--- config.mk ---
export PLATFORM = sky130hd
export DESIGN_NAME = parse_rfc3339_timestamp_top
export DESIGN_NICKNAME = d
export VERILOG_FILES = /design/src/sv/prts_pkg.sv /design/src/sv/prts_front.sv /design/src/sv/prts_queue.sv /design/src/sv/prts_back.sv /design/src/sv/parse_rfc3339_timestamp_top.sv
export SDC_FILE = /design/constraint.sdc
export NUM_CORES = 2
export LEC_CHECK = 0
export CAP_MARGIN = 20
export CORE_AREA = 2 2 409 715
export DETAILED_ROUTE_END_ITERATION = 8
export DIE_AREA = 0 0 411 717
export DONT_BUFFER_PORTS = 1
export GPL_TIMING_DRIVEN = 1
export PLACE_DENSITY_LB_ADDON = 0.3
export SETUP_SLACK_MARGIN = 0.15
export SYNTH_ARGS = -nofsm -noshare
export SYNTH_HDL_FRONTEND = slang
export SYNTH_SLANG_ARGS = --single-unit
--- constraint.sdc ---
create_clock -name clk -period 11.55 [get_ports clk]
set_input_delay 1.7325 -clock clk [delete_from_list [all_inputs] [get_ports clk]]
set_output_delay 1.7325 -clock clk [all_outputs]
set_load 0.005 [all_outputs]
--- src/sv/prts_pkg.sv ---
// ----------------------------------------------------------------------------
// prts_pkg
// Shared types and constants for the streaming timestamp parser.
// ----------------------------------------------------------------------------
package prts_pkg;

	localparam int MaxFractionDigits = 9;

	typedef struct packed {
		logic [7:0] char_code;
		logic       last_char;
	} in_item_t;

	typedef struct packed {
		logic [63:0] epoch_nanos;
		logic [2:0]  status;
	} out_item_t;

	// fields handed from the character front end to the epoch back end
	typedef struct packed {
		logic [13:0] year;
		logic [6:0]  month;
		logic [6:0]  day;
		logic [6:0]  hour;
		logic [6:0]  minute;
		logic [6:0]  second;
		logic [29:0] frac;
		logic        off_neg;
		logic [6:0]  off_hours;
		logic [6:0]  off_mins;
		logic [2:0]  status;
	} job_t;

	typedef enum logic [3:0] {
		PH_YEAR, PH_DASH1, PH_MONTH, PH_DASH2, PH_DAY, PH_T, PH_HOUR, PH_COLON1,
		PH_MIN, PH_COLON2, PH_SEC, PH_AFTER_SEC, PH_FRAC, PH_OFFSET, PH_AFTER_Z,
		PH_DEAD
	} phase_t;

	typedef enum logic [2:0] {
		BK_IDLE, BK_CIV, BK_DAYS, BK_SECS, BK_NANO, BK_NHI, BK_OFFS, BK_DONE
	} back_state_t;

	localparam logic [2:0] StOk = 3'd0;
	localparam logic [2:0] StOff = 3'd1;
	localparam logic [2:0] StLong = 3'd2;
	localparam logic [2:0] StFrac = 3'd3;
	localparam logic [2:0] StDt = 3'd4;

	localparam logic [7:0] ChDash = 8'd45;
	localparam logic [7:0] ChPlus = 8'd43;
	localparam logic [7:0] ChDot = 8'd46;
	localparam logic [7:0] ChColon = 8'd58;
	localparam logic [7:0] ChT = 8'd84;
	localparam logic [7:0] ChZ = 8'd90;

	// weight of each fraction digit in nanoseconds
	function automatic logic [26:0] frac_weight(input logic [3:0] idx);
		case (idx)
			4'd0: frac_weight = 27'd100000000;
			4'd1: frac_weight = 27'd10000000;
			4'd2: frac_weight = 27'd1000000;
			4'd3: frac_weight = 27'd100000;
			4'd4: frac_weight = 27'd10000;
			4'd5: frac_weight = 27'd1000;
			4'd6: frac_weight = 27'd100;
			4'd7: frac_weight = 27'd10;
			4'd8: frac_weight = 27'd1;
			default: frac_weight = 27'd0;
		endcase
	endfunction

endpackage

--- src/sv/prts_front.sv ---
// ----------------------------------------------------------------------------
// prts_front
// Character scanner: accumulates the timestamp fields and emits one job per
// character marked last.
// ----------------------------------------------------------------------------
module prts_front #(
	parameter int MAX_FRACTION_DIGITS = prts_pkg::MaxFractionDigits
) (
	input  logic              clk,
	input  logic              arst_n,
	input  logic              in_valid,
	input  prts_pkg::in_item_t in_item,
	output logic              job_valid,
	output prts_pkg::job_t    job
);
	import prts_pkg::*;

	localparam logic [4:0] MaxFd = 5'(MAX_FRACTION_DIGITS);

	phase_t      phase_q, phase_d;
	logic [5:0]  pos_q, pos_d;
	logic [13:0] year_q, year_d;
	logic [6:0]  mon_q, mon_d, day_q, day_d, hour_q, hour_d;
	logic [6:0]  min_q, min_d, sec_q, sec_d;
	logic [29:0] frac_q, frac_d;
	logic [4:0]  fcnt_q, fcnt_d;
	logic        neg_q, neg_d;
	logic [6:0]  offh_q, offh_d, offm_q, offm_d;
	logic [3:0]  err_q, err_d;

	logic        dig;
	logic [3:0]  dv;
	logic [6:0]  two_acc;
	logic [6:0]  two_cur;
	logic        two_bad;
	logic [6:0]  two_lo, two_hi;
	logic [3:0]  ef;
	logic [2:0]  st;

	assign dig = (in_item.char_code >= 8'd48) && (in_item.char_code <= 8'd57);
	assign dv = 4'(in_item.char_code - 8'd48);

	// current two-digit field and its range
	always_comb begin
		two_cur = mon_q; two_lo = 7'd1; two_hi = 7'd12;
		case (phase_q)
			PH_DAY:  begin two_cur = day_q;  two_lo = 7'd1; two_hi = 7'd31; end
			PH_HOUR: begin two_cur = hour_q; two_lo = 7'd0; two_hi = 7'd23; end
			PH_MIN:  begin two_cur = min_q;  two_lo = 7'd0; two_hi = 7'd59; end
			PH_SEC:  begin two_cur = sec_q;  two_lo = 7'd0; two_hi = 7'd60; end
			default: ;
		endcase
		two_acc = 7'(two_cur * 7'd10 + 7'(dv));
		two_bad = (two_acc < two_lo) || (two_acc > two_hi);
	end

	// per-character state update
	always_comb begin
		phase_d = phase_q; pos_d = pos_q; year_d = year_q;
		mon_d = mon_q; day_d = day_q; hour_d = hour_q; min_d = min_q; sec_d = sec_q;
		frac_d = frac_q; fcnt_d = fcnt_q; neg_d = neg_q; offh_d = offh_q;
		offm_d = offm_q; err_d = err_q;
		unique case (phase_q)
			PH_YEAR: begin
				if (!dig) begin err_d[3] = 1'b1; phase_d = PH_DEAD; end
				else begin
					year_d = 14'(year_q * 14'd10 + 14'(dv));
					if (pos_q >= 6'd3) begin pos_d = '0; phase_d = PH_DASH1; end
					else pos_d = pos_q + 6'd1;
				end
			end
			PH_DASH1, PH_DASH2, PH_T, PH_COLON1, PH_COLON2: begin
				if (in_item.char_code == ((phase_q == PH_T) ? ChT :
					(phase_q == PH_DASH1 || phase_q == PH_DASH2) ? ChDash : ChColon))
					phase_d = phase_t'(phase_q + 4'd1);
				else begin err_d[3] = 1'b1; phase_d = PH_DEAD; end
			end
			PH_MONTH, PH_DAY, PH_HOUR, PH_MIN, PH_SEC: begin
				if (!dig) begin err_d[3] = 1'b1; phase_d = PH_DEAD; end
				else begin
					case (phase_q)
						PH_MONTH: mon_d = two_acc;
						PH_DAY:   day_d = two_acc;
						PH_HOUR:  hour_d = two_acc;
						PH_MIN:   min_d = two_acc;
						default:  sec_d = two_acc;
					endcase
					if (pos_q >= 6'd1) begin
						pos_d = '0;
						if (two_bad) begin err_d[3] = 1'b1; phase_d = PH_DEAD; end
						else phase_d = phase_t'(phase_q + 4'd1);
					end else pos_d = pos_q + 6'd1;
				end
			end
			PH_AFTER_SEC, PH_FRAC: begin
				if (phase_q == PH_AFTER_SEC && in_item.char_code == ChDot)
					phase_d = PH_FRAC;
				else if (phase_q == PH_FRAC && dig) begin
					if (fcnt_q < 5'd9)
						frac_d = frac_q + 30'(dv) * 30'(frac_weight(fcnt_q[3:0]));
					if (fcnt_q < 5'd31) fcnt_d = fcnt_q + 5'd1;
					if (fcnt_d > MaxFd) err_d[1] = 1'b1;
				end else if (in_item.char_code == ChZ) phase_d = PH_AFTER_Z;
				else if (in_item.char_code == ChPlus || in_item.char_code == ChDash) begin
					neg_d = in_item.char_code == ChDash;
					phase_d = PH_OFFSET; pos_d = '0;
				end else if (phase_q == PH_FRAC) err_d[2] = 1'b1;
				else begin err_d[3] = 1'b1; phase_d = PH_DEAD; end
			end
			PH_OFFSET: begin
				if (pos_q == 6'd2) begin
					if (in_item.char_code != ChColon) err_d[0] = 1'b1;
				end else if (pos_q < 6'd5) begin
					if (!dig) err_d[0] = 1'b1;
					else if (pos_q < 6'd2) offh_d = 7'(offh_q * 7'd10 + 7'(dv));
					else offm_d = 7'(offm_q * 7'd10 + 7'(dv));
				end else err_d[0] = 1'b1;
				if (pos_q < 6'd6) pos_d = pos_q + 6'd1;
			end
			PH_AFTER_Z: err_d[0] = 1'b1;
			PH_DEAD: ;
			default: ;
		endcase
	end

	// final status on the last character
	always_comb begin
		ef = err_d;
		if (!err_d[3] && !(phase_d == PH_AFTER_Z || (phase_d == PH_OFFSET && pos_d == 6'd5)))
			ef[0] = 1'b1;
		if (ef[0]) st = StOff;
		else if (ef[1]) st = StLong;
		else if (ef[2]) st = StFrac;
		else if (ef[3]) st = StDt;
		else st = StOk;
	end

	always_ff @(posedge clk or negedge arst_n) begin
		if (!arst_n) begin
			phase_q <= PH_YEAR; pos_q <= '0; year_q <= '0; mon_q <= '0; day_q <= '0;
			hour_q <= '0; min_q <= '0; sec_q <= '0; frac_q <= '0; fcnt_q <= '0;
			neg_q <= 1'b0; offh_q <= '0; offm_q <= '0; err_q <= '0;
			job_valid <= 1'b0;
		end else begin
			job_valid <= in_valid && in_item.last_char;
			if (in_valid) begin
				if (in_item.last_char) begin
					phase_q <= PH_YEAR; pos_q <= '0; year_q <= '0; mon_q <= '0;
					day_q <= '0; hour_q <= '0; min_q <= '0; sec_q <= '0; frac_q <= '0;
					fcnt_q <= '0; neg_q <= 1'b0; offh_q <= '0; offm_q <= '0;
					err_q <= '0;
				end else begin
					phase_q <= phase_d; pos_q <= pos_d; year_q <= year_d;
					mon_q <= mon_d; day_q <= day_d; hour_q <= hour_d; min_q <= min_d;
					sec_q <= sec_d; frac_q <= frac_d; fcnt_q <= fcnt_d; neg_q <= neg_d;
					offh_q <= offh_d; offm_q <= offm_d; err_q <= err_d;
				end
			end
		end
	end

	// job payload
	always_ff @(posedge clk) begin
		if (in_valid && in_item.last_char) begin
			job <= '{year: year_d, month: mon_d, day: day_d, hour: hour_d, minute: min_d,
				second: sec_d, frac: frac_d, off_neg: neg_d, off_hours: offh_d,
				off_mins: offm_d, status: st};
		end
	end

endmodule

--- src/sv/prts_queue.sv ---
// ----------------------------------------------------------------------------
// prts_queue
// Small job queue between the scanner and the epoch unit.
// ----------------------------------------------------------------------------
module prts_queue #(
	parameter int DEPTH = 4
) (
	input  logic           clk,
	input  logic           arst_n,
	input  logic           wr,
	input  prts_pkg::job_t wdata,
	output logic           almost_full,
	input  logic           rd,
	output logic           nonempty,
	output prts_pkg::job_t rdata
);
	import prts_pkg::*;

	localparam int AW = $clog2(DEPTH);

	job_t          mem_q [DEPTH];
	logic [AW-1:0] wp_q, rp_q;
	logic [AW:0]   cnt_q;

	assign nonempty = cnt_q != '0;
	// two slots kept back for the job in flight in the scanner register
	assign almost_full = cnt_q >= (AW+1)'(DEPTH - 2);
	assign rdata = mem_q[rp_q];

	always_ff @(posedge clk) begin
		if (wr) mem_q[wp_q] <= wdata;
	end

	// pointers and fill level
	always_ff @(posedge clk or negedge arst_n) begin
		if (!arst_n) begin
			wp_q <= '0; rp_q <= '0; cnt_q <= '0;
		end else begin
			if (wr) wp_q <= (wp_q == AW'(DEPTH - 1)) ? '0 : wp_q + AW'(1);
			if (rd) rp_q <= (rp_q == AW'(DEPTH - 1)) ? '0 : rp_q + AW'(1);
			cnt_q <= cnt_q + (AW+1)'(wr) - (AW+1)'(rd);
		end
	end

endmodule

--- src/sv/prts_back.sv ---
// ----------------------------------------------------------------------------
// prts_back
// Epoch unit: civil date to days, then seconds, nanoseconds and offset, one
// step per state, with a one-entry result register.
// ----------------------------------------------------------------------------
module prts_back (
	input  logic              clk,
	input  logic              arst_n,
	input  logic              job_avail,
	input  prts_pkg::job_t    job,
	output logic              job_take,
	output logic              empty,
	input  logic              pop,
	output prts_pkg::out_item_t result
);
	import prts_pkg::*;

	back_state_t state_q, state_d;
	job_t        job_q;
	logic [4:0]  era_q;
	logic [8:0]  yoe_q;
	logic [9:0]  doy_q;
	logic [12:0] offmin_q;
	logic signed [23:0] days_q;
	logic signed [40:0] secs_q;
	logic [63:0] nanos_q;
	logic [63:0] res_nanos_q;
	logic [2:0]  res_status_q;
	logic        res_full_q;

	// days_from_civil on narrow values
	logic [14:0] yy;
	logic [27:0] era_prod;
	logic [4:0]  era;
	logic [8:0]  mstart;
	logic [1:0]  yoe_hund;
	logic [18:0] doe;
	logic [49:0] lo_prod;
	logic signed [50:0] hi_prod;
	logic [48:0] off_ns;

	// era by reciprocal multiply (exact for years up to 9999), month start table
	always_comb begin
		yy = 15'(job_q.year) + 15'd400 - ((job_q.month <= 7'd2) ? 15'd1 : 15'd0);
		era_prod = 28'(yy) * 28'd5243;
		era = era_prod[25:21];
		unique case (job_q.month)
			7'd1:  mstart = 9'd306;
			7'd2:  mstart = 9'd337;
			7'd3:  mstart = 9'd0;
			7'd4:  mstart = 9'd31;
			7'd5:  mstart = 9'd61;
			7'd6:  mstart = 9'd92;
			7'd7:  mstart = 9'd122;
			7'd8:  mstart = 9'd153;
			7'd9:  mstart = 9'd184;
			7'd10: mstart = 9'd214;
			7'd11: mstart = 9'd245;
			7'd12: mstart = 9'd275;
			default: mstart = 9'd0;
		endcase
	end

	// day of era, split seconds products and offset in nanoseconds
	always_comb begin
		yoe_hund = (yoe_q >= 9'd300) ? 2'd3 : (yoe_q >= 9'd200) ? 2'd2 :
			(yoe_q >= 9'd100) ? 2'd1 : 2'd0;
		doe = 19'(yoe_q) * 19'd365 + 19'(yoe_q >> 2) - 19'(yoe_hund) + 19'(doy_q);
		lo_prod = 50'(secs_q[19:0]) * 50'd1000000000;
		hi_prod = 51'($signed(secs_q[40:20])) * 51'sd1000000000;
		off_ns = 49'(offmin_q) * 49'd60000000000;
	end

	assign job_take = (state_q == BK_IDLE) && job_avail;
	assign empty = !res_full_q;
	assign result = '{epoch_nanos: res_nanos_q, status: res_status_q};

	// next state
	always_comb begin
		state_d = state_q;
		unique case (state_q)
			BK_IDLE: if (job_avail) state_d = BK_CIV;
			BK_CIV:  state_d = BK_DAYS;
			BK_DAYS: state_d = BK_SECS;
			BK_SECS: state_d = BK_NANO;
			BK_NANO: state_d = BK_NHI;
			BK_NHI:  state_d = BK_OFFS;
			BK_OFFS: state_d = BK_DONE;
			BK_DONE: if (!res_full_q || pop) state_d = BK_IDLE;
			default: state_d = BK_IDLE;
		endcase
	end

	// datapath, one step per state
	always_ff @(posedge clk) begin
		case (state_q)
			BK_IDLE: job_q <= job;
			BK_CIV: begin
				era_q <= era;
				yoe_q <= 9'(yy - 15'(era) * 15'd400);
				doy_q <= 10'(mstart) + 10'(job_q.day) - 10'd1;
				offmin_q <= 13'(job_q.off_hours) * 13'd60 + 13'(job_q.off_mins);
			end
			BK_DAYS: days_q <= 24'(era_q) * 24'sd146097 + 24'(doe) - 24'sd719468
				- 24'sd146097;
			BK_SECS: secs_q <= 41'(days_q) * 41'sd86400 + 41'(job_q.hour) * 41'sd3600
				+ 41'(job_q.minute) * 41'sd60 + 41'(job_q.second);
			BK_NANO: nanos_q <= 64'(lo_prod) + 64'(job_q.frac);
			BK_NHI:  nanos_q <= nanos_q + {hi_prod[43:0], 20'd0};
			BK_OFFS: nanos_q <= job_q.off_neg ? nanos_q + 64'(off_ns)
				: nanos_q - 64'(off_ns);
			default: ;
		endcase
		if (state_q == BK_DONE && (!res_full_q || pop)) begin
			res_nanos_q <= (job_q.status == StOk) ? nanos_q : '0;
			res_status_q <= job_q.status;
		end
	end

	always_ff @(posedge clk or negedge arst_n) begin
		if (!arst_n) begin
			state_q <= BK_IDLE; res_full_q <= 1'b0;
		end else begin
			state_q <= state_d;
			if (state_q == BK_DONE && (!res_full_q || pop)) res_full_q <= 1'b1;
			else if (pop) res_full_q <= 1'b0;
		end
	end

endmodule

--- src/sv/parse_rfc3339_timestamp_top.sv ---
// ----------------------------------------------------------------------------
// parse_rfc3339_timestamp_top
// Streaming RFC 3339 timestamp parser giving UTC nanoseconds since 1970.
// ----------------------------------------------------------------------------
// Input: one character per transaction (push while full is low); last_char
// marks the final character of a timestamp. Each timestamp yields one result
// transaction (epoch_nanos, status) read while empty is low with pop.
// The scanner takes one character per cycle while full is low. Per timestamp
// the epoch unit steps through its states in order (take, civil fields, days,
// seconds, two half multiplies, offset, hand off) and takes no new job until it
// is back in its idle state, so short timestamps are limited by the epoch unit.
// A four-entry job queue decouples the two; full rises at two held jobs.
// If pop stays low the result register holds, then the queue fills and
// full stops input. Reset clears the scanner fields, the epoch unit's state and result flag, and empties the queue.
// ----------------------------------------------------------------------------
module parse_rfc3339_timestamp_top #(
	parameter int MAX_FRACTION_DIGITS = prts_pkg::MaxFractionDigits
) (
	input  logic                clk,
	input  logic                arst_n,
	input  logic                push,
	output logic                full,
	input  prts_pkg::in_item_t  in_item,
	output logic                empty,
	input  logic                pop,
	output prts_pkg::out_item_t out_item
);
	import prts_pkg::*;

	logic job_valid, job_avail, job_take;
	job_t job_f, job_b;

	prts_front #(.MAX_FRACTION_DIGITS(MAX_FRACTION_DIGITS)) u_front (
		.clk, .arst_n, .in_valid(push && !full), .in_item,
		.job_valid, .job(job_f)
	);

	prts_queue #(.DEPTH(4)) u_queue (
		.clk, .arst_n, .wr(job_valid), .wdata(job_f), .almost_full(full),
		.rd(job_take), .nonempty(job_avail), .rdata(job_b)
	);

	prts_back u_back (
		.clk, .arst_n, .job_avail, .job(job_b), .job_take,
		.empty, .pop, .result(out_item)
	);

endmodule

==> impl_metrics.ini <==
[yosys]
synthArstFlopShare_pct = 13.3
biggest_area_contributors_in_the_synthesized_netlist = sky130_fd_sc_hd__edfxtp_1, sky130_fd_sc_hd__fa_1, sky130_fd_sc_hd__ha_1
ys.flop_type = sky130_fd_sc_hd__edfxtp_1
synthDominantCellAreaShare_pct = 28.4
ys_seq_area_share_pct = 32.0
post-synth-top-count-cell = sky130_fd_sc_hd__inv_1
mappedNetlistArea_sq_um = 86200
synth_top_cells_by_count = sky130_fd_sc_hd__inv_1, sky130_fd_sc_hd__ha_1, sky130_fd_sc_hd__edfxtp_1
synth_largest_area_cell = sky130_fd_sc_hd__edfxtp_1
synthesis.area_per_instance_sq_um = 11.1
ys_ff_latch = 940
synth_enable_flop_cells = 815
yosys.cell_types.count = 103
number_of_nets_in_the_synthesized_netlist = 9724
syn-instance-count = 7768
synth_warnings = 0

[sta]
timing.max_slew.rel_slack_pct = 28.2
clock-skew-final_ns = 0.0872
setup_ws_final_ns = 1.14
finalSetupViolations = 0
slew_violations = 0
period_needed_ns = 10.41
timing.fmax_ghz = 0.0961
final_hold_violating_endpoints = 0
rsz0062_at_grt = false
fin_crit_sh_pct = 90.1
fin_worst_hold_slack_ns = 0.420
fin_tns_setup_ns = 0
max_slew.worst_pin.slew_ns = 1.06

[finish]
layout_nets = 9728
syn2layout_area_growth_pct = 9.25
register_area_sq_um = 27600
layout_cell_share_with_drive_strength_beyond_1_pct = 5.19
multi_input_area_sq_um = 52800
fillCellCount = 29030

[global_route]
grt_util_all_layers_pct = 15.4
grt-ovfl-total = 0
vias_in_the_first_global_route = 60285
grt_max_degree = 126
grt_antenna_before_repair = 3
global_route_wire_length_before_repair_microns = 352000

[detailed_routing]
vias_per_cell = 4.78
drcViolationCount = 0
number_of_antenna_violating_nets_in_the_routed_design = 0
drt_pre_antenna_iters = 6
finalWirelength_microns = 227000
first_iter_violations = 2531
overall_via_count_from_detail_route = 55788
drt-wirelength-per-cell_microns = 19.5

[setup_path]
critPathLaunchType = flip-flop
crit_path_max_fanout = 4
cpMostUsedCell = sky130_fd_sc_hd__ha_1
crit_slowest_cell = sky130_fd_sc_hd__fa_1
critPathArrivalTime_ns = 10.84
timing.critical_path.slowest_cell_delay_ns = 0.54
worstPathRequired_ns = 11.98
path_class = flip-flop to flip-flop
cp-end-kind = flip-flop

[clocking]
root_buffer_selected_by_cts = sky130_fd_sc_hd__clkbuf_16
clk_transition_reported_paths_ns = 0.06
cts_num_sinks = 940
cts-buffers-inserted = 92
cts_tree = done
worst_skew_pair.late_latency_ns = 0.75
h-tree-depth = 3
clockBufferDepth = 3

[place]
dp_hpwl_microns = 187000
gpl.final_weighted_congestion = 0.913
post-place-ws_ns = 0.579
port_buffers = 0

[floorplan]
die_area_sq_um = 295000
die_w_microns = 411
num_rows = 261
chipHeight_microns = 717
io-pin-count = 82
design.core.area_sq_um = 289000
floorplan.initialDensity_pct = 29.9

[status]
run_status = finished, final reports clean

[worst_hold_path]
hold_path_class = flip-flop to flip-flop

[job]
cap_viol_max_count = 0
[state kept, by name, summed over array words and instances, names as in the netlist, 9 cells and up]
signal,flops
u_back.yoe_q,9
u_back.nanos_q,64
u_back.res_nanos_q,64
u_back.job_q,97
u_queue.mem_q,388
u_back.days_q,24
u_front.job,97
u_front.year_q,14
u_back.offmin_q,13
u_back.doy_q,10
u_front.frac_q,30
u_back.secs_q,41
[timing repair]
item / in CTS / in global routing
hold endpoints to repair: 0 / 0
endpoints found under the setup margin: 0 / 1
hold buffers: 0 / 0
gates resized for setup: 0 / 2
setup buffers: 0 / 0
[through the flow]
step | instances | util, % | cell area [sq um]
finish | 11665 | 32.6 | 94200
global route | 11663 | 32.6 | 94200
CTS | 11661 | 32.6 | 94200
detailed placement | 11490 | 31.5 | 91000
global placement | 11489 | 31.5 | 91000
floorplan | 7768 | - | 86200
[worst paths after layout]
path                                       start            endpoint  slack [ns]  cells past startpoint
max in group asynchronous                 arst_n   u_front.frac_q[3]       10.11                      0
worst max register to register  u_back.job_q[76]     u_back.yoe_q[8]        1.14                     44
worst max-delay path            u_back.job_q[76]     u_back.yoe_q[8]        1.14                     44
worst min-delay path            u_back.job_q[48]    u_back.secs_q[0]        0.42                      0
min in group asynchronous                 arst_n  u_front.year_q[12]        0.79                      0
worst min register to register  u_back.job_q[48]    u_back.secs_q[0]        0.42                      0
[cells in the final DEF (no fill, tap or decap), types with 80 or more instances in the layout]
cell type	n
sky130_fd_sc_hd__xor2_1	171
sky130_fd_sc_hd__mux4_2	98
sky130_fd_sc_hd__a21oi_1	357
sky130_fd_sc_hd__dfrtp_1	123
sky130_fd_sc_hd__nand2_1	415
sky130_fd_sc_hd__o21ai_0	262
sky130_fd_sc_hd__ha_1	1159
sky130_fd_sc_hd__and2_1	122
sky130_fd_sc_hd__nand3_1	95
sky130_fd_sc_hd__edfxtp_1	815
sky130_fd_sc_hd__a21o_1	166
sky130_fd_sc_hd__fa_1	784
sky130_fd_sc_hd__inv_1	1435
sky130_fd_sc_hd__clkbuf_16	92
sky130_fd_sc_hd__nor2_1	232
sky130_fd_sc_hd__xnor2_1	333
sky130_fd_sc_hd__a22o_1	80
[cell type report]
| type | instances | area share, % |
|---|---|---|
| Sequential cell | 940 | 29.3 |
| Clock buffer | 111 | 2.54 |
| Antenna cell | 3 | 0.00797 |
| Tap cell | 3813 | 5.06 |
| Timing Repair Buffer | 60 | 0.499 |
| Clock inverter | 60 | 0.835 |
| Multi-Input combinational cell | 5242 | 56.0 |
| Inverter | 1436 | 5.72 |
[logic make-up after synthesis]
| logic type | after synthesis | share of synthesized area (%) |
|---|---|---|
| AOI/OAI and AO/OA | 1368 | 10.5 |
| xor gates and xnor gates | 506 | 5.16 |
| adders and majority gates | 1943 | 35.0 |
| buffers and inverters | 1586 | 6.91 |
| DFF | 940 | 32.0 |
| muxes | 127 | 2.93 |
| and+or+nand+nor | 1298 | 7.51 |
[critical path: cells and delay by family (launching register included)]
family / cells / cell delay (ns)
simple gates: 5 / 1.09
buf+inv: 6 / 0.39
xor+xnor: 7 / 1.09
fa+ha+maj: 11 / 3.58
compound gates: 15 / 3.53
flops: 1 / 0.44
[per-layer routing]
layer,track usage [%],vias up,wire (microns)
met5,0,-,0
met4,7.55,0,12300
met3,1.38,424,5640
met2,30.9,927,129000
li1,-,26632,-
met1,15.6,27805,80600
Power is left out: the tool's default activity adds up to more than one toggle a clock period on the data nets, which glitch-free logic cannot reach.
